===== src/design/kvx_pkg.sv =====
// Shared types and constants for the key line value extractor.
// Used by kvx_step, kvx_res_fifo and key_line_value_extractor_core.
package kvx_pkg;

  typedef enum logic [2:0] {
    PH_KEY    = 3'd0,
    PH_SPACES = 3'd1,
    PH_SKIP   = 3'd2,
    PH_LEAD   = 3'd3,
    PH_VALUE  = 3'd4,
    PH_DONE   = 3'd5
  } phase_t;

  localparam logic [1:0] ST_CHAR = 2'd0;
  localparam logic [1:0] ST_END  = 2'd1;
  localparam logic [1:0] ST_NONE = 2'd2;

  localparam logic [7:0] CH_COLON = 8'h3A;
  localparam logic [7:0] CH_SPACE = 8'h20;
  localparam logic [7:0] CH_NL    = 8'h0A;

  localparam logic [2:0] CFG_KEY_LENGTH = 3'd0;
  localparam logic [2:0] CFG_KEY_A      = 3'd1;
  localparam logic [2:0] CFG_KEY_B      = 3'd2;
  localparam logic [2:0] CFG_KEY_C      = 3'd3;
  localparam logic [2:0] CFG_KEY_D      = 3'd4;

  typedef struct packed {
    logic [7:0] ch;
    logic [1:0] status;
  } res_t;

  typedef struct packed {
    phase_t     phase;
    logic [5:0] key_index;
    logic [1:0] count;
    res_t       r0;
    res_t       r1;
  } step_t;

endpackage


===== src/design/kvx_step.sv =====
// Combinational next-state and result logic for one dictionary byte.
// Depends on kvx_pkg.
module kvx_step (
  input  kvx_pkg::phase_t phase_i,
  input  logic [5:0]      key_index_i,
  input  logic [5:0]      key_len_i,
  input  logic [255:0]    key_bits_i,
  input  logic [7:0]      char_i,
  input  logic            last_i,
  output kvx_pkg::step_t  step_o
);

  kvx_pkg::phase_t ph;
  logic [5:0]      idx;
  logic [7:0]      kc;
  logic            zero;
  logic            a_v;
  logic            e_v;
  kvx_pkg::res_t   a;
  kvx_pkg::res_t   e;

  assign zero = (char_i == 8'd0);
  assign kc   = key_bits_i[{key_index_i[4:0], 3'b000} +: 8];

  always_comb begin
    ph  = phase_i;
    idx = key_index_i;
    a_v = 1'b0;
    a   = '0;
    e_v = 1'b0;
    e   = '0;
    // A key index already at the length counts as a finished key match.
    if (ph == kvx_pkg::PH_KEY && idx >= key_len_i) begin
      ph = kvx_pkg::PH_SPACES;
    end
    if (!zero) begin
      unique case (ph)
        kvx_pkg::PH_KEY: begin
          if (char_i == kc) begin
            idx = idx + 6'd1;
            if (idx >= key_len_i) begin
              ph = kvx_pkg::PH_SPACES;
            end
          end else if (char_i == kvx_pkg::CH_NL) begin
            idx = '0;
          end else begin
            ph = kvx_pkg::PH_SKIP;
          end
        end
        kvx_pkg::PH_SPACES: begin
          if (char_i == kvx_pkg::CH_COLON) begin
            ph = kvx_pkg::PH_LEAD;
          end else if (char_i == kvx_pkg::CH_NL) begin
            ph  = kvx_pkg::PH_KEY;
            idx = '0;
          end else if (char_i != kvx_pkg::CH_SPACE) begin
            ph = kvx_pkg::PH_SKIP;
          end
        end
        kvx_pkg::PH_SKIP: begin
          if (char_i == kvx_pkg::CH_NL) begin
            ph  = kvx_pkg::PH_KEY;
            idx = '0;
          end
        end
        kvx_pkg::PH_LEAD, kvx_pkg::PH_VALUE: begin
          if (char_i == kvx_pkg::CH_NL) begin
            a_v = 1'b1;
            a   = '{ch: kvx_pkg::CH_SPACE, status: kvx_pkg::ST_END};
            ph  = kvx_pkg::PH_DONE;
          end else if (ph == kvx_pkg::PH_VALUE || char_i != kvx_pkg::CH_SPACE) begin
            a_v = 1'b1;
            a   = '{ch: char_i, status: kvx_pkg::ST_CHAR};
            ph  = kvx_pkg::PH_VALUE;
          end
        end
        default: begin
        end
      endcase
    end
    if (zero || last_i) begin
      if (ph == kvx_pkg::PH_LEAD || ph == kvx_pkg::PH_VALUE) begin
        e_v = 1'b1;
        e   = '{ch: kvx_pkg::CH_SPACE, status: kvx_pkg::ST_END};
      end else if (ph != kvx_pkg::PH_DONE) begin
        e_v = 1'b1;
        e   = '{ch: 8'd0, status: kvx_pkg::ST_NONE};
      end
      ph  = kvx_pkg::PH_KEY;
      idx = '0;
    end
  end

  always_comb begin
    step_o.phase     = ph;
    step_o.key_index = idx;
    if (a_v) begin
      step_o.r0    = a;
      step_o.r1    = e;
      step_o.count = e_v ? 2'd2 : 2'd1;
    end else begin
      step_o.r0    = e;
      step_o.r1    = '0;
      step_o.count = e_v ? 2'd1 : 2'd0;
    end
  end

endmodule


===== src/design/kvx_res_fifo.sv =====
// Four-entry result queue that takes up to two items a cycle and gives one.
// Depends on kvx_pkg.
module kvx_res_fifo (
  input  logic          clk,
  input  logic          rst_n,
  input  logic [1:0]    push_n,
  input  kvx_pkg::res_t push0,
  input  kvx_pkg::res_t push1,
  input  logic          pop,
  output logic [2:0]    count,
  output kvx_pkg::res_t head
);

  kvx_pkg::res_t mem_r [4];
  logic [1:0]    wr_r, wr_nxt;
  logic [1:0]    rd_r, rd_nxt;
  logic [2:0]    cnt_r, cnt_nxt;
  logic [1:0]    wr1;

  assign wr1     = wr_r + 2'd1;
  assign wr_nxt  = wr_r + push_n;
  assign rd_nxt  = rd_r + {1'b0, pop};
  assign cnt_nxt = cnt_r + {1'b0, push_n} - {2'b00, pop};
  assign count   = cnt_r;
  assign head    = mem_r[rd_r];

  always_ff @(posedge clk) begin
    if (!rst_n) begin
      wr_r  <= '0;
      rd_r  <= '0;
      cnt_r <= '0;
    end else begin
      wr_r  <= wr_nxt;
      rd_r  <= rd_nxt;
      cnt_r <= cnt_nxt;
    end
  end

  always_ff @(posedge clk) begin
    if (push_n != 2'd0) begin
      mem_r[wr_r] <= push0;
    end
    if (push_n == 2'd2) begin
      mem_r[wr1] <= push1;
    end
  end

endmodule


===== src/design/key_line_value_extractor_core.sv =====
// Key line value extractor: top level with input register, step logic and result queue.
// Depends on kvx_pkg, kvx_step and kvx_res_fifo.
//
// The block takes one dictionary byte per item and finds the first line that
// begins with the configured key, optional spaces and a colon. It then emits
// the value bytes of that line (status 0), skipping spaces after the colon,
// and a closing space (status 1). A buffer that ends without a match yields
// one item with status 2. A buffer ends at a zero byte or an item with tlast.
// Each byte is held in an input register and processed once the result queue has
// room for two results, which then pass through the queue to the output. The block
// sustains one byte per cycle, and stalls its input only while the four-entry result
// queue holds more than two items, which a byte that yields two results can cause.
module key_line_value_extractor_core #(
  parameter int MAX_KEY_LEN = 32
) (
  input  logic        clk,
  input  logic        rst_n,
  input  logic        in_tvalid,
  output logic        in_tready,
  input  logic [7:0]  in_tdata,   // [7:0] in_char
  input  logic        in_tlast,
  output logic        out_tvalid,
  input  logic        out_tready,
  output logic [7:0]  out_tdata,  // [7:0] out_char
  output logic [1:0]  out_tuser,  // [1:0] status
  input  logic        cfg_wr_en,
  input  logic [2:0]  cfg_index,
  input  logic [63:0] cfg_wdata
);

  logic [5:0]      key_length_r;
  logic [255:0]    key_bits_r;
  logic [5:0]      eff_len;
  kvx_pkg::phase_t phase_r;
  logic [5:0]      key_index_r;
  logic            item_v_r;
  logic [7:0]      char_r;
  logic            last_r;
  logic            proc;
  logic            take;
  logic [2:0]      q_count;
  logic [1:0]      push_n;
  kvx_pkg::res_t   head;
  kvx_pkg::step_t  step;

  assign eff_len = (key_length_r > 6'(MAX_KEY_LEN)) ? 6'(MAX_KEY_LEN) : key_length_r;

  // The held byte is processed once the queue has room for two results.
  assign proc      = item_v_r && (q_count <= 3'd2);
  assign in_tready = !item_v_r || proc;
  assign take      = in_tvalid && in_tready;
  assign push_n    = proc ? step.count : 2'd0;

  always_ff @(posedge clk) begin
    if (!rst_n) begin
      key_length_r <= '0;
      key_bits_r   <= '0;
    end else if (cfg_wr_en) begin
      unique case (cfg_index)
        kvx_pkg::CFG_KEY_LENGTH: key_length_r <= cfg_wdata[5:0];
        kvx_pkg::CFG_KEY_A:      key_bits_r[63:0]    <= cfg_wdata;
        kvx_pkg::CFG_KEY_B:      key_bits_r[127:64]  <= cfg_wdata;
        kvx_pkg::CFG_KEY_C:      key_bits_r[191:128] <= cfg_wdata;
        kvx_pkg::CFG_KEY_D:      key_bits_r[255:192] <= cfg_wdata;
        default: begin
        end
      endcase
    end
  end

  always_ff @(posedge clk) begin
    if (!rst_n) begin
      item_v_r    <= 1'b0;
      phase_r     <= kvx_pkg::PH_KEY;
      key_index_r <= '0;
    end else begin
      if (take) begin
        item_v_r <= 1'b1;
      end else if (proc) begin
        item_v_r <= 1'b0;
      end
      if (proc) begin
        phase_r     <= step.phase;
        key_index_r <= step.key_index;
      end
    end
  end

  always_ff @(posedge clk) begin
    if (take) begin
      char_r <= in_tdata;
      last_r <= in_tlast;
    end
  end

  kvx_step u_step (
    .phase_i     (phase_r),
    .key_index_i (key_index_r),
    .key_len_i   (eff_len),
    .key_bits_i  (key_bits_r),
    .char_i      (char_r),
    .last_i      (last_r),
    .step_o      (step)
  );

  kvx_res_fifo u_fifo (
    .clk    (clk),
    .rst_n  (rst_n),
    .push_n (push_n),
    .push0  (step.r0),
    .push1  (step.r1),
    .pop    (out_tvalid && out_tready),
    .count  (q_count),
    .head   (head)
  );

  assign out_tvalid = (q_count != 3'd0);
  assign out_tdata  = head.ch;
  assign out_tuser  = head.status;

endmodule

===== config.mk =====
export PLATFORM = sky130hd
export DESIGN_NAME = key_line_value_extractor_core
export DESIGN_NICKNAME = d
export VERILOG_FILES = /design/src/design/kvx_pkg.sv /design/src/design/kvx_step.sv /design/src/design/kvx_res_fifo.sv /design/src/design/key_line_value_extractor_core.sv
export SDC_FILE = /design/constraint.sdc
export NUM_CORES = 1
export LEC_CHECK = 0
export BUFFER_PORTS_ARGS = -buffer_cell sky130_fd_sc_hd__buf_4
export CORE_MARGIN = 1
export CORE_UTILIZATION = 35
export CTS_CLUSTER_DIAMETER = 50
export DETAILED_ROUTE_END_ITERATION = 16
export PLACE_DENSITY = 0.59
export SYNTH_ARGS = -nofsm -noshare
export SYNTH_HDL_FRONTEND = slang
export SYNTH_SLANG_ARGS = --single-unit

===== constraint.sdc =====
create_clock -name clk -period 4.5 [get_ports clk]
set_input_delay 0.225 -clock clk [delete_from_list [all_inputs] [get_ports clk]]
set_output_delay 0.225 -clock clk [all_outputs]
set_load 0.01 [all_outputs]

; Word level (Yosys, flattened, before mapping)
; Memories as Yosys holds them, arrays and structs flattened. A register that Yosys moved wholly into a read port is not among the register bits.
; Cells that the tools add are included.
[totals]
ff_bits = 288
latch_bits = 0
mem_bits_rw = 40
romBits = 0
input_bits = 81
out_inout_bits = 12
elab_cells = 112
mem_count = 1
[op_classes]
n_addsub = 6
n_mul = 0
n_div = 0
order_cmp = 4
eq_ne = 18
n_shift = 1
n_mux = 45
n_bitwise = 0
reduce_logical = 24
[mem_list]
columns = memory, words, word_bits, read_ports, rd_clocked_by_memory_dff, wr, line_no
row1 = u_fifo.mem_r, 4, 10, 1, 1, 2, kvx_res_fifo.sv:14  ; kvx_pkg::res_t mem_r [4];
[ops]
columns = cell, count
row1 = 256-bit by 9-bit indexed part select with 8-bit output, 1
row2 = 10-bit 2-to-1 mux, 6
row3 = 3-bit 2-to-1 mux, 12
row4 = 6-bit 2-to-1 mux, 6
row5 = 22-bit 2-to-1 mux, 1
row6 = 6-bit case mux with 3 select lines, 1
row7 = "3-bit by 2-bit equality test with 1-bit output, second input constant", 5
row8 = 1-bit 2-to-1 mux, 14
row9 = 6-bit >= comparator, 2
row10 = 3-bit case mux with 4 select lines, 1
row11 = 2-bit AND reduction, 5
row12 = "3-bit equality test, second input constant", 3
row13 = 3-bit logical NOT, 3
row14 = "8-bit by 4-bit equality test with 1-bit output, second input constant", 1
row15 = "8-bit by 6-bit equality test with 1-bit output, second input constant", 1
row16 = 8-bit equality test, 1
row17 = 8-bit logical NOT, 1
row18 = 2-bit 2-to-1 mux, 4
row19 = "8-bit by 6-bit inequality test with 1-bit output, second input constant", 1
row20 = "6-bit by 1-bit adder with 6-bit output, second input constant", 1
row21 = "3-bit by 1-bit equality test with 1-bit output, second input constant", 2
row22 = "6-bit > comparator, second input constant", 1
row23 = "3-bit inequality test, second input constant", 2
row24 = 1-bit logical AND, 4
row25 = other kinds (15), 19

; Longest topological paths before layout
[depth]
word_depth = 21
ltp_mapped = 23
ltp_nobuf = 20

; Hierarchy
; Synthesis repeated with hierarchy kept, for this count alone.
[unflattened]
cells_unflattened = 1520
hier_area_um2 = 15105.7
[by_module_without_submodules]
columns = module, n_inst, cells_each, area_per_inst_um2, seq_area_each_um2
row1 = key_line_value_extractor_core, 1, 1013, 9391.5, 5715.5
row2 = kvx_step, 1, 370, 3206.8, 0.0
row3 = kvx_res_fifo, 1, 137, 2507.4, 1341.3

; Worst setup path before layout
; No wires, ideal clock.
[synth_timing]
kind = reg-to-reg
from = reg key_index_r[1]
to = reg u_fifo.cnt_r[2], in the netlist u_fifo.count[2]
setup_time_ps = 128
arrival_ps = 4230
required_ps = 4372
path_slack_ps = 142
path_stages_with_launch = 22
path_buffers = 4
synth_period_minus_slack_ps = 4358
cell_sequence = dfxtp_1 > buf_2 > buf_2 > buf_2 > mux4_2 > a22oi_1 > nand4_1 > xor2_1 > nor3_1 > nand4_2 > o21ai_0 > a21oi_1 > ha_1 > clkbuf_1 > nand2_1 > inv_1 > ha_1 > inv_1 > fa_1 > xnor2_1 > xnor2_1 > nor2_1
[synth_via]
elab_chain_cells = 18
elab_cells_between_ends = 42
classes_between = 3 x add/sub / 2 x order compare / 8 x eq/ne / 1 x shift / 23 x mux / 5 x reduce/logical
[synth_lines]
columns = element, line_no
row1 = from (decl), key_line_value_extractor_core.sv:35  ; logic [5:0] key_index_r;
row2 = from (signal assigned), key_line_value_extractor_core.sv:84  ; key_index_r <= step.key_index;
row3 = branches (longest 14 deep; another with 256-bit by 9-bit indexed part select with 8-bit output), --
row4 = 22-bit 2-to-1 mux (*), kvx_step.sv:97  ; if (a_v) begin
row5 = 2-bit 2-to-1 mux (*), key_line_value_extractor_core.sv:52  ; assign push_n = proc ? step.count : 2'd0;
row6 = 3-bit by 2-bit adder with 3-bit output (*), kvx_res_fifo.sv:23  ; assign cnt_nxt = cnt_r + {1'b0, push_n} - {2'b00, pop};
row7 = 3-bit by 1-bit subtractor with 3-bit output (*), kvx_res_fifo.sv:23
row8 = to (signal assigned), kvx_res_fifo.sv:35  ; cnt_r <= cnt_nxt;
row9 = to (decl), kvx_res_fifo.sv:17  ; logic [2:0] cnt_r, cnt_nxt;
; Mark *: on every way between the ends.
; A chain may end at the register's enable or synchronous reset.

; Worst setup path in the final report
; Ends and elaborated chain as after synthesis.

==> impl_metrics.xml <==
<?xml version="1.0" encoding="UTF-8"?>
<metrics>
  <group name="status">
    <metric name="status" unit="">finished, final reports clean</metric>
  </group>
  <group name="global_routing">
    <metric name="grt-ovfl-total" unit="">0</metric>
    <metric name="initial_antenna_violation_count" unit="">0</metric>
    <metric name="globalRouteTotalUtil" unit="">0.206</metric>
    <metric name="number_of_global_route_vias_before_repair" unit="">12300</metric>
    <metric name="grt_start_max_net_pins" unit="">148</metric>
    <metric name="wire_length_of_the_first_global_routing_pass" unit="mm">68.9</metric>
  </group>
  <group name="power_and_ir_drop">
    <metric name="power.static_leakage" unit="nW">6.38</metric>
    <metric name="p_clk_frac" unit="">0.474</metric>
    <metric name="swShare" unit="">0.244</metric>
    <metric name="seqPwrFrac" unit="">0.443</metric>
    <metric name="p_int" unit="mW">5.31</metric>
    <metric name="combinational_power_share" unit="">0.084</metric>
    <metric name="power" unit="mW">7.02</metric>
    <metric name="power_density" unit="mW/mm^2">387</metric>
    <metric name="vdd.ir_drop.worst" unit="uV">222</metric>
    <metric name="total_switching_power" unit="mW">1.71</metric>
  </group>
  <group name="placed_design">
    <metric name="placed_cells" unit="">2218</metric>
    <metric name="io_buffers" unit="">92</metric>
    <metric name="gp_congestion" unit="">0.851</metric>
    <metric name="placement.setup.worst_slack" unit="ns">-0.151</metric>
    <metric name="post-dp-hpwl" unit="mm">29.2</metric>
  </group>
  <group name="setup_path">
    <metric name="worst-endpoint-required" unit="ns">4.88</metric>
    <metric name="worstSetupPathType" unit="">register to register</metric>
    <metric name="regToRegSetupSlack" unit="ns">0.23</metric>
    <metric name="end_kind" unit="">register</metric>
    <metric name="arrival_worst_endpoint" unit="ns">4.65</metric>
    <metric name="cp_top_family" unit="">multiplexers</metric>
    <metric name="slowest_delay" unit="ns">0.52</metric>
    <metric name="reg2reg_to" unit="">u_fifo.count[2]</metric>
    <metric name="ff2ff_path_depth" unit="">16</metric>
    <metric name="crit_buf_inv" unit="">1</metric>
    <metric name="worst_r2r_start" unit="">key_index_r[1]</metric>
    <metric name="highest_delay_cell_along_the_critical_path" unit="">sky130_fd_sc_hd__mux4_2</metric>
    <metric name="kind_of_start_point_of_the_critical_path" unit="">register</metric>
    <metric name="crit_chain" unit="">buf_6, mux4_2, mux4_2, a211oi_4, xnor2_1, a211oi_2, nand4_4, o21ai_2, a21oi_1, ha_1, nand2_1, ha_1, fa_1, xnor2_2, xnor2_1, nor2_1</metric>
    <metric name="crit_path_max_fanout" unit="">6</metric>
  </group>
  <group name="routing">
    <metric name="first_iter_violations" unit="">987</metric>
    <metric name="detail-route-antenna-nets" unit="">0</metric>
    <metric name="drc" unit="">0</metric>
    <metric name="drt_pre_antenna_iters" unit="">7</metric>
    <metric name="avgRoutedWirePerCell" unit="um">18.5</metric>
    <metric name="detail_route.wirelength" unit="mm">43.9</metric>
    <metric name="route.vias.total" unit="">12500</metric>
    <metric name="post_drt_via_cell_ratio" unit="">5.29</metric>
  </group>
  <group name="die">
    <metric name="design.die.area" unit="mm^2">0.0424</metric>
    <metric name="core_region_area" unit="mm^2">0.0409</metric>
    <metric name="floorplan.die.width" unit="um">206</metric>
    <metric name="placementRows" unit="">74</metric>
    <metric name="floorplan.die.height" unit="um">206</metric>
    <metric name="initial_core_util" unit="">0.356</metric>
    <metric name="num_io_pins" unit="">93</metric>
  </group>
  <group name="final_layout">
    <metric name="fillerInstances" unit="">3954</metric>
    <metric name="fin_cells" unit="">2369</metric>
    <metric name="post_route_cells_drive_above_1_share" unit="">0.175</metric>
    <metric name="area_of_the_multi_input_gates" unit="mm^2">0.00731</metric>
    <metric name="insertedDiodeCount" unit="">0</metric>
    <metric name="final_nets" unit="">1908</metric>
    <metric name="syn2layout_area_growth" unit="%">24.5</metric>
    <metric name="regArea" unit="mm^2">0.00679</metric>
  </group>
  <group name="clocking">
    <metric name="cts.htree.levels" unit="">2</metric>
    <metric name="cts_buffers" unit="">41</metric>
    <metric name="tritoncts" unit="">yes</metric>
    <metric name="cts.path.max_buffers" unit="">3</metric>
    <metric name="clock_latency" unit="ns">0.55</metric>
    <metric name="ctsRootBufferMaster" unit="">sky130_fd_sc_hd__clkbuf_16</metric>
    <metric name="path_clk_slew" unit="ns">0.06</metric>
    <metric name="cts.sink_count" unit="">328</metric>
  </group>
  <group name="timing">
    <metric name="skew" unit="ns">0.0283</metric>
    <metric name="period_share" unit="">0.949</metric>
    <metric name="setup_violations" unit="">0</metric>
    <metric name="max_clock_freq" unit="MHz">234</metric>
    <metric name="timing.slew.headroom" unit="">0.256</metric>
    <metric name="holdWs" unit="ns">0.0146</metric>
    <metric name="setup_slack" unit="ns">0.231</metric>
    <metric name="finalHoldViolCount" unit="">0</metric>
    <metric name="worst_slew_pin_slew" unit="ns">1.12</metric>
    <metric name="maxSlewViolCount" unit="">0</metric>
    <metric name="rsz_0062_raised_after_global_routing" unit="">false</metric>
    <metric name="finalCriticalPeriod" unit="ns">4.27</metric>
  </group>
  <group name="synth">
    <metric name="synth_seq_cells" unit="">328</metric>
    <metric name="syn_inst" unit="">1662</metric>
    <metric name="synth_enable_flop_cells" unit="">21</metric>
    <metric name="syn-mean-instance-area" unit="um^2">8.76</metric>
    <metric name="postSynth.asyncResetShare" unit="">0</metric>
    <metric name="yosysWarnings" unit="">0</metric>
    <metric name="yosys.cell_types.count" unit="">62</metric>
    <metric name="library_cell_with_the_highest_instance_count_after_synthesis" unit="">sky130_fd_sc_hd__nand2_1</metric>
    <metric name="synth_flop_cell" unit="">sky130_fd_sc_hd__dfxtp_1</metric>
    <metric name="synth.area.top_cells" unit="">sky130_fd_sc_hd__dfxtp_1 42%, sky130_fd_sc_hd__nand2_1 14%, sky130_fd_sc_hd__mux4_2 10%</metric>
    <metric name="yosysSeqAreaShare" unit="">0.466</metric>
    <metric name="syn-cell-area" unit="mm^2">0.0146</metric>
    <metric name="synth_fp_nets" unit="">1763</metric>
    <metric name="synth.largest_area_cell" unit="">sky130_fd_sc_hd__dfxtp_1</metric>
    <metric name="synth_largest_type_area_fraction" unit="">0.422</metric>
    <metric name="post_synth_most_frequent_cells" unit="">542 x sky130_fd_sc_hd__nand2_1, 307 x sky130_fd_sc_hd__dfxtp_1, 271 x sky130_fd_sc_hd__a21oi_1, 102 x sky130_fd_sc_hd__clkbuf_1, 67 x sky130_fd_sc_hd__mux4_2</metric>
  </group>
  <group name="worst_hold_path">
    <metric name="worst_hold_start" unit="">cfg_wdata[3]</metric>
    <metric name="min_delay_worst_endpoint" unit="">key_bits_r[3]</metric>
    <metric name="hold-path-cell-count" unit="">3</metric>
    <metric name="holdCritPathClass" unit="">primary input to register</metric>
  </group>
  <group name="run">
    <metric name="drv.max_cap_violation_count" unit="">0</metric>
  </group>
</metrics>
==> placed cells by master (no fill, tap or decap), types with 6 or more instances in the layout <==
master and n:
sky130_fd_sc_hd__clkinv_2 6, sky130_fd_sc_hd__ha_1 19, sky130_fd_sc_hd__o21ai_0 17, sky130_fd_sc_hd__mux2i_1 19
sky130_fd_sc_hd__nand2_1 542, sky130_fd_sc_hd__nand3_1 6, sky130_fd_sc_hd__mux2_2 9, sky130_fd_sc_hd__and3b_1 6
sky130_fd_sc_hd__clkbuf_1 6, sky130_fd_sc_hd__and3_1 6, sky130_fd_sc_hd__a22oi_1 12, sky130_fd_sc_hd__dfxtp_1 304
sky130_fd_sc_hd__inv_1 19, sky130_fd_sc_hd__a22o_1 34, sky130_fd_sc_hd__dlygate4sd3_1 73, sky130_fd_sc_hd__a21oi_1 271
sky130_fd_sc_hd__nor3_1 6, sky130_fd_sc_hd__xnor2_1 7, sky130_fd_sc_hd__nor2b_1 7, sky130_fd_sc_hd__mux4_2 67
sky130_fd_sc_hd__nor2_1 39, sky130_fd_sc_hd__a31oi_1 6, sky130_fd_sc_hd__o211ai_1 6, sky130_fd_sc_hd__o22ai_1 7
sky130_fd_sc_hd__buf_4 146, sky130_fd_sc_hd__clkbuf_16 43, sky130_fd_sc_hd__nand2b_1 6, sky130_fd_sc_hd__and2_1 8
sky130_fd_sc_hd__edfxtp_1 21
==> sequential cells by signal, indices dropped and copies added, names as in the netlist <==
register      cells
key_bits_r      256
u_fifo.mem_r     40
char_r            8
key_index_r       6
key_length_r      6
phase_r           3
u_fifo.count      3
u_fifo.rd_r       2
u_fifo.wr_r       2
item_v_r          1
last_r            1
==> how the worst max path moves through the flow <==
stage                         from                  to  slack, ns  depth (start not counted)
floorplan           key_index_r[1]     u_fifo.count[2]       0.14                         21
global placement    key_index_r[0]     u_fifo.count[2]       0.01                         18
detailed placement  key_index_r[0]  u_fifo.mem_r[0][7]      -0.15                         16
CTS                 key_index_r[1]     u_fifo.count[2]       0.03                         17
global route        key_index_r[1]     u_fifo.count[2]      0.006                         18
finish              key_index_r[1]     u_fifo.count[2]       0.23                         16
==> metrics by stage <==
stage	util	setup TNS, ns	instance area, um^2
finish	0.443	0	18100
global route	0.443	0	18100
CTS	0.441	0	18000
detailed placement	0.389	-0.822	15900
global placement	0.389	0	15900
floorplan	-	0	14600
==> cells by family after synthesis <==
logic type	Yosys count	synth area share
simple gates	667	0.189
compound gates	396	0.158
flops	328	0.466
buf+inv	143	0.0388
mux	95	0.124
fa+ha+maj	20	0.0177
xor+xnor	13	0.00782
==> power groups by stage <==
| stage | combinational, mW | sequential [mW] | clock, mW |
|---|---|---|---|
| 2_1_floorplan | 0.349 | 3.11 | 0 |
| 3_3_place_gp | 0.520 | 3.17 | 0 |
| 3_5_place_dp | 0.526 | 3.17 | 0 |
| 4_1_cts | 0.580 | 3.11 | 3.37 |
| 5_1_grt | 0.646 | 3.12 | 3.51 |
| 6_report | 0.588 | 3.11 | 3.32 |
==> layer usage <==
layer  part of all wire  GRT usage  vias to the layer above
met3              0.050     0.0296                       66
met2               0.49      0.355                      342
met4              0.019     0.0551                        0
met5                  0          0                        -
li1                   -          -                     6042
met1               0.44      0.269                     6075
==> worst register-to-register path, cell delays in order (launching register included) <==
cell and delay [ns]:
sky130_fd_sc_hd__dfxtp_4 0.41, sky130_fd_sc_hd__buf_6 0.15, sky130_fd_sc_hd__mux4_2 0.49, sky130_fd_sc_hd__mux4_2 0.52
sky130_fd_sc_hd__a211oi_4 0.30, sky130_fd_sc_hd__xnor2_1 0.11, sky130_fd_sc_hd__a211oi_2 0.26, sky130_fd_sc_hd__nand4_4 0.18
sky130_fd_sc_hd__o21ai_2 0.20, sky130_fd_sc_hd__a21oi_1 0.10, sky130_fd_sc_hd__ha_1 0.24, sky130_fd_sc_hd__nand2_1 0.10
sky130_fd_sc_hd__ha_1 0.26, sky130_fd_sc_hd__fa_1 0.47, sky130_fd_sc_hd__xnor2_2 0.16, sky130_fd_sc_hd__xnor2_1 0.13
sky130_fd_sc_hd__nor2_1 0.05
==> cell type report <==
| class | instances | share of cell area |
|---|---|---|
| Clock buffer | 54 | 0.0644 |
| Clock inverter | 19 | 0.0113 |
| Inverter | 21 | 0.00476 |
| Multi-Input combinational cell | 1191 | 0.403 |
| Sequential cell | 328 | 0.374 |
| Tap cell | 532 | 0.0367 |
| Timing Repair Buffer | 224 | 0.105 |
==> repair_timing <==
item,CTS,global route
setup endpoints to repair,11,42
hold buffers,73,0
resized for setup,4,14
endpoints found under the hold margin,263,0
buffers inserted,0,5
pin swaps,1,3
Note: power is estimated with default switching activity, not from simulation.
